File: src/sv/particle_update_engine_top_macros.svh
// Assertion helpers shared by the particle update engine.
`ifndef PARTICLE_UPDATE_ENGINE_TOP_MACROS_SVH
`define PARTICLE_UPDATE_ENGINE_TOP_MACROS_SVH

// Same-cycle implication, disabled in reset.
`define PUE_ASSERT_NOW(lbl, ante, cons, msg) \
  lbl: assert property (@(posedge clk_i) disable iff (!rst_ni) (ante) |-> (cons)) else $error(msg);

// Next-cycle implication, disabled in reset.
`define PUE_ASSERT_NEXT(lbl, ante, cons, msg) \
  lbl: assert property (@(posedge clk_i) disable iff (!rst_ni) (ante) |=> (cons)) else $error(msg);

`endif

File: src/sv/pue_pkg.sv
package pue_pkg;

  localparam int PARTICLE_COUNT_DEF = 64;
  localparam int PIPE_DEPTH = 5;
  localparam int FRAC_BITS = 16;
  localparam int ALPHA_SHIFT = 6;
  localparam logic [7:0] ALPHA_MAX = 8'd255;

  localparam logic REQ_SPAWN = 1'b0;
  localparam logic REQ_TICK = 1'b1;

  typedef enum logic [1:0] {
    CFG_DRAG    = 2'd0,
    CFG_GRAVITY = 2'd1,
    CFG_RENDER  = 2'd2
  } cfg_idx_e;

  typedef struct packed {
    logic        req_type;
    logic [31:0] pos_x;
    logic [31:0] pos_y;
    logic [31:0] vel_x;
    logic [31:0] vel_y;
    logic [30:0] time_value;
    logic [23:0] tile_number;
    logic [31:0] size_start;
    logic [31:0] size_rate;
    logic [31:0] angle_start;
    logic [31:0] angle_rate;
    logic [31:0] user_data;
  } in_item_t;

  typedef struct packed {
    logic [31:0] sprite_left;
    logic [31:0] sprite_top;
    logic [31:0] sprite_size;
    logic [31:0] sprite_angle;
    logic [7:0]  sprite_mode;
    logic [23:0] sprite_tile;
    logic [7:0]  sprite_alpha;
    logic [31:0] sprite_tag;
    logic        last_record;
  } out_item_t;

  typedef struct packed {
    logic [31:0] life;
    logic [31:0] pos_x;
    logic [31:0] pos_y;
    logic [31:0] vel_x;
    logic [31:0] vel_y;
    logic [31:0] size_now;
    logic [31:0] size_delta;
    logic [31:0] angle_now;
    logic [31:0] angle_delta;
    logic [23:0] tile;
    logic [31:0] tag;
  } part_t;

  typedef struct packed {
    logic  valid;
    part_t part;
  } pipe_out_t;

  function automatic logic is_pos(input logic [31:0] v);
    return (v != 32'd0) && !v[31];
  endfunction

  function automatic logic [31:0] asr16(input logic [31:0] v);
    return 32'($signed(v) >>> FRAC_BITS);
  endfunction

  function automatic logic [31:0] half_tz(input logic [31:0] v);
    logic [31:0] neg;
    neg = 32'd0 - v;
    return v[31] ? (32'd0 - (neg >> 1)) : (v >> 1);
  endfunction

endpackage

File: src/sv/pue_cell.sv
module pue_cell
  import pue_pkg::*;
(
  input  logic  clk_i,
  input  logic  rst_ni,
  input  logic  spawn_i,
  input  logic  step_i,
  input  part_t prev_i,
  input  part_t next_i,
  output part_t part_o
);

  part_t part_q;

  // spawn pushes towards the tail, a tick step pulls towards the head
  always_ff @(posedge clk_i or negedge rst_ni) begin
    if (!rst_ni) begin
      part_q <= '0;
    end else if (spawn_i) begin
      part_q <= prev_i;
    end else if (step_i) begin
      part_q <= next_i;
    end
  end

  assign part_o = part_q;

endmodule

File: config.mk
export PLATFORM = sky130hd
export DESIGN_NAME = pue_cell
export DESIGN_NICKNAME = d
export VERILOG_FILES = /design/src/sv/particle_update_engine_top_macros.svh /design/src/sv/pue_pkg.sv /design/src/sv/pue_cell.sv
export SDC_FILE = /design/constraint.sdc
export NUM_CORES = 1
export LEC_CHECK = 0
export BUFFER_PORTS_ARGS = -buffer_cell sky130_fd_sc_hd__buf_2
export CAP_MARGIN = 15
export CORE_AREA = 2 2 401 403
export CTS_CLUSTER_SIZE = 28
export DETAILED_ROUTE_END_ITERATION = 6
export DIE_AREA = 0 0 403 405
export GPL_ROUTABILITY_DRIVEN = 0
export PLACE_DENSITY = 0.37
export SYNTH_ARGS = -nofsm -noshare
export SYNTH_HDL_FRONTEND = slang
export SYNTH_SLANG_ARGS = --single-unit
export TNS_END_PERCENT = 100
File: constraint.sdc
create_clock -name clk_i -period 1.5 [get_ports clk_i]
set_input_delay 0.3 -clock clk_i [delete_from_list [all_inputs] [get_ports clk_i]]
set_output_delay 0.3 -clock clk_i [all_outputs]
set_load 0.01 [all_outputs]
==> metrics.cfg, run 1 <==
[status]
outcome=complete, but fails checks
violations=negative setup slack

[worst_setup_path]
cp.arrival_ns=1.21
cp.required_ns=1.20
timing_worst_setup_path_type=flop to primary output
path_delay_family=flip-flops
crit_path_max_incr_delay_ns=0.43
path_cells=buf_2
cp-end-kind=primary output
cpMaxStageDelayCell=dfrtp_1
path_buf_inv=1
startpoint_type=flop
worstPathMaxFanout=2

[detailed_routing]
firstDrtPassIters=5
finalWirelength_mm=106.8
first_iter_violations=874
drc_errors=0
vias_per_cell=3.468
ant_nets=0
avgRoutedWirePerCell_um=19.81
route.vias.total=18700

[cts]
h-tree-depth=2
cts_buffers=46
cts_root_buf=clkbuf_16
tritoncts=yes
clock_latency_ns=0.60
clk_pin_slew_ns=0.06
clockBufferDepth=3
clock_sinks=344

[yosys]
synthDistinctLibCells=8
seq_area_frac_synth_pct=55.11
syn_avg_cell_area_sq_um=10.48
ys_warn_count=0
netlist_instances=1490
syn_nets=2182
yosys_register_bits=344
syn-cell-area_sq_um=15620

[sta]
period_share_pct=100.6
setup_ws_ns=-0.009255
setup_viol=4
worstMarginPinSlew_ns=0.3901
rsz0062_at_grt=yes
skew_ns=0
maxSlewViolCount=0
hold_violations=0
maxSlewHeadroom_pct=74.00
post-route-min-period_ns=1.509
whs_ns=0.03027
max_freq_mhz=662.6

[die]
start_util_pct=9.806
die_area_sq_um=163200
die_w_um=403
num_io_pins=1036
rows=147
coreArea_sq_um=159300
fp.dieH_um=405

[global_routing]
grt_max_degree=86
gr-total-overflow=0
track_usage_pct=12.43
grt_pass1_wl_mm=144.4
antenna_found_initial=72
grt_pass1_vias=19230

[layout]
final_nets=3958
largest_reg_flops=344
areaGrowthSynthToFinish_pct=113.3
regArea_sq_um=8625
multi_input_area_sq_um=6460
drive_above_1_share_pct=38.17
num-fill-cells=17730
final_util_pct=20.92

[run]
maxCapViolations=0

[power_and_ir_drop]
p_leak_nw=16.25
pwr_density_cell_nw_per_um2=892.0
peakVddDrop_uv=702.4

[placement]
dp_hpwl_mm=86.39
numPortBuffers=1035

[hold_path]
hp-class=primary input to flop

==> tightest hold or removal path: cells and delay by family <==
family,cells,cell delay (ns)
AOI/OAI and AO/OA,1,0.05
and+or+nand+nor,1,0.08
buffers and inverters,1,0.15
==> cell usage in the layout (no fill, tap or decap) <==
| cell type | netlist | layout |
|---|---|---|
| buf_12 | 0 | 27 |
| buf_2 | 23 | 894 |
| buf_4 | 26 | 118 |
| buf_6 | 0 | 137 |
| buf_8 | 0 | 3 |
| bufinv_16 | 0 | 2 |
| clkbuf_1 | 64 | 16 |
| clkbuf_16 | 0 | 46 |
| clkbuf_8 | 0 | 11 |
| clkinv_2 | 0 | 3 |
| clkinv_4 | 0 | 1 |
| clkinv_8 | 0 | 1 |
| clkinvlp_4 | 0 | 1 |
| dfrtp_1 | 344 | 331 |
| dfrtp_2 | 0 | 13 |
| diode_2 | 0 | 6 |
| dlygate4sd3_1 | 0 | 663 |
| inv_6 | 0 | 2 |
| mux2i_1 | 344 | 343 |
| mux2i_2 | 0 | 1 |
| nand2_1 | 344 | 344 |
| o21ai_1 | 344 | 344 |
==> cells in the mapped netlist, drive strengths merged <==
library cell,number,area (sq um)
o21ai,344,1722
buf,50,314.1
clkbuf,64,240.2
dfrtp,344,8608
mux2i,344,3443
nand2,344,1291
==> per-stage QoR <==
stage	instances	power (mW)	setup WS [ns]	setup TNS, ns	area (sq um)
2_1_floorplan	1490	12.86	0.3253	0	15620
3_3_place_gp	4599	16.16	0.06005	0	23980
3_5_place_dp	4599	16.16	0.07398	0	23980
4_1_cts	5366	30.15	-0.09756	-3.891	32990
5_1_grt	5392	31.27	-0.07126	-3.068	33320
6_report	5393	29.72	-0.009255	-0.01171	33320
==> repair_timing <==
item	in CTS	in global routing
endpoints found under the hold margin	620	0
setup endpoints to repair	229	188
resized for setup	192	29
setup buffers	21	21
hold buffers	663	0
==> final timing paths <==
path | start | endpoint | slack [ns] | depth (start not counted)
max | part_o[13] | part_o[13] | -0.009 | 1
min | prev_i[139] | part_o[139] | 0.03 | 3
max reg2reg | part_o[261] | part_o[261] | 0.05 | 4
min reg2reg | part_o[216] | part_o[216] | 0.56 | 2
max in group asynchronous | rst_ni | part_o[140] | 0.60 | 4
min in group asynchronous | rst_ni | part_o[60] | 0.18 | 2
==> area by class of cell <==
| type | instances | share of cell area, % |
|---|---|---|
| Multi-Input combinational cell | 1032 | 19.39 |
| Clock buffer | 73 | 4.089 |
| Antenna cell | 6 | 0.04506 |
| Clock inverter | 10 | 0.3755 |
| Sequential cell | 344 | 25.88 |
| Tap cell | 2086 | 7.833 |
| Timing Repair Buffer | 1842 | 42.39 |
==> power breakdown <==
| part | internal [mW] | leakage, nW | switching, mW |
|---|---|---|---|
| sequential | 10.2 | 4.14 | 0.638 |
| combinational | 4.38 | 11.4 | 3.39 |
| clock | 6.55 | 0.725 | 4.61 |
==> logic make-up (layout without fill, tap and decap cells) <==
logic type,after synthesis,after routing,synth area share (%)
AO/OA/AOI/OAI,344,344,11.02
other,0,6,0
multiplexers,344,344,22.05
AND/OR/NAND/NOR,344,344,8.267
flip-flops,344,344,55.11
buffers and inverters,114,1925,3.549
==> per-layer routing <==
layer,wire length (um),vias up,track usage (%),part of all wire (%)
met1,46730,9093,16.12,44
met2,51070,736,21.00,48
met4,2288,12,2.431,2.1
met3,6674,172,2.890,6.2
li1,-,8688,-,-
met5,65,-,0,0.061
Power figures use the tool's default switching activity.
==> run 2: changes to the inputs <==
--- a/config.mk
+++ b/config.mk
@@ -12,7 +12,7 @@
 export DETAILED_ROUTE_END_ITERATION = 6
 export DIE_AREA = 0 0 403 405
 export GPL_ROUTABILITY_DRIVEN = 0
-export PLACE_DENSITY = 0.37
+export PLACE_DENSITY = 0.3
 export SYNTH_ARGS = -nofsm -noshare
 export SYNTH_HDL_FRONTEND = slang
 export SYNTH_SLANG_ARGS = --single-unit
==> run 2 against run 1 <==
Net effect: the run still ends with negative setup slack left; sequential power hardly changed; setup slack worse by 0.020 ns; first-iteration DRC count is 22% lower; core utilization is 0.33 points higher; largest cell class unchanged; sequential share of layout area is 0.40 points lower; critical path type unchanged.
==> metrics.cfg, run 2 (synthesized netlist as in run 1, its figures left out) <==
[status]
outcome=complete, but fails checks
violations=negative setup slack

[worst_setup_path]
cp.arrival_ns=1.23
startpoint_type=flop
cp-end-kind=primary output
path_delay_family=flip-flops
r2r_setup_slack_ns=0.05
path_buf_inv=1
timing_worst_setup_path_type=flop to primary output
cp.required_ns=1.20
worstPathMaxFanout=2
crit_path_max_incr_delay_ns=0.47
path_cells=buf_6
cp_num_cells=1
reg2reg_depth=4
cpMaxStageDelayCell=dfrtp_2

[detailed_routing]
finalWirelength_mm=104.8
ant_nets=0
avgRoutedWirePerCell_um=19.35
firstDrtPassIters=5
drc_errors=0
vias_per_cell=3.440
first_iter_violations=684
route.vias.total=18630

[power_and_ir_drop]
pwr_density_cell_nw_per_um2=908.7
power_mw=30.76
peakVddDrop_uv=606.1
p_leak_nw=16.46

[layout]
final_util_pct=21.25
layout_common_cells=861 x buf_2, 665 x dlygate4sd3_1, 344 x nand2_1, 344 x o21ai_1, 343 x mux2i_1
num-fill-cells=17820
areaGrowthSynthToFinish_pct=116.7
final_nets=3970
final_common_cell=buf_2
largest_reg_flops=344
drive_above_1_share_pct=38.59

[die]
die_area_sq_um=163200
num_io_pins=1036
coreArea_sq_um=159300
fp.dieH_um=405
die_w_um=403
start_util_pct=9.806
rows=147

[hold_path]
hp-class=primary input to flop
min_delay_path_depth=3

[cts]
clk_pin_slew_ns=0.06
clockBufferDepth=3
clock_latency_ns=0.61
clock_sinks=344
h-tree-depth=2
tritoncts=yes
cts_buffers=50
cts_root_buf=clkbuf_16

[global_routing]
grt_pass1_wl_mm=144.4
track_usage_pct=12.24
gr-total-overflow=0
grt_pass1_vias=19700
antenna_found_initial=57
grt_max_degree=69

[sta]
setup_ws_ns=-0.02939
rsz0062_at_grt=yes
maxSlewViolCount=0
maxSlewHeadroom_pct=75.63
period_share_pct=102.0
post-route-min-period_ns=1.529
max_freq_mhz=653.9
hold_violations=0
skew_ns=0
setup_viol=11
worstMarginPinSlew_ns=0.3655

[placement]
numPortBuffers=1035
dp_hpwl_mm=84.08

[run]
maxCapViolations=0

[run 2: tightest hold or removal path, delay by kind of cell]
| family | cells | cell delay [ns] |
|---|---|---|
| simple gates | 1 | 0.10 |
| compound gates | 1 | 0.09 |
| buf+inv | 1 | 0.10 |
[run 2: path summary, 6_finish.rpt]
check	startpoint	end
setup / recovery	part_o[25]	part_o[25]
hold / removal	prev_i[175]	part_o[175]
setup reg to reg	part_o[40]	part_o[40]
hold reg to reg	part_o[218]	part_o[218]
max in group asynchronous	rst_ni	part_o[145]
min in group asynchronous	rst_ni	part_o[66]
[run 2: per-stage QoR]
step	TNS (ns)	setup WS (ns)	hold WS, ns	instance area [sq um]	instances
floorplan	0	0.3253	0.004409	15620	1490
global placement	0	0.06540	0.2378	24020	4593
detailed placement	0	0.07330	0.2363	24020	4593
CTS	-5.168	-0.1116	0.0007721	33440	5375
global route	-3.409	-0.09910	0.02272	33840	5411
finish	-0.1418	-0.02939	0.02158	33850	5415
[run 2: repair_timing]
action / in CTS / in global routing
setup endpoints to repair: 271 / 221
buffers inserted: 26 / 28
pin swaps: 0 / 0
cloned: 0 / 0
endpoints found under the hold margin: 539 / 1
resized for setup: 249 / 32
hold buffers: 665 / 1
[run 2: layer usage]
| metal | vias to the layer above | wire length [um] | share of wire [%] | GRT usage [%] |
|---|---|---|---|---|
| li1 | 8726 | - | - | - |
| met1 | 9010 | 44530 | 43 | 15.31 |
| met2 | 683 | 50910 | 49 | 20.73 |
| met3 | 184 | 6917 | 6.6 | 3.359 |
| met4 | 26 | 2246 | 2.1 | 3.003 |
| met5 | - | 173 | 0.17 | 0 |
[run 2: area by class of cell]
type                       count  area (sq um)  area share [%]
sequential                   344          8626           25.48
clock inverter                18         152.6          0.4510
timing repair buffer        1850         14480           42.78
antenna                       12         30.03         0.08871
tap                         2086          2610           7.711
multi-input combinational   1032          6460           19.08
clock buffer                  73          1491           4.406
[run 2: power by group]
group	internal (mW)	switching, mW	total [mW]
logic	4.53	3.35	7.87
clock network	7.19	4.89	12.1
registers	10.2	0.643	10.8
total	21.9	8.88	30.8
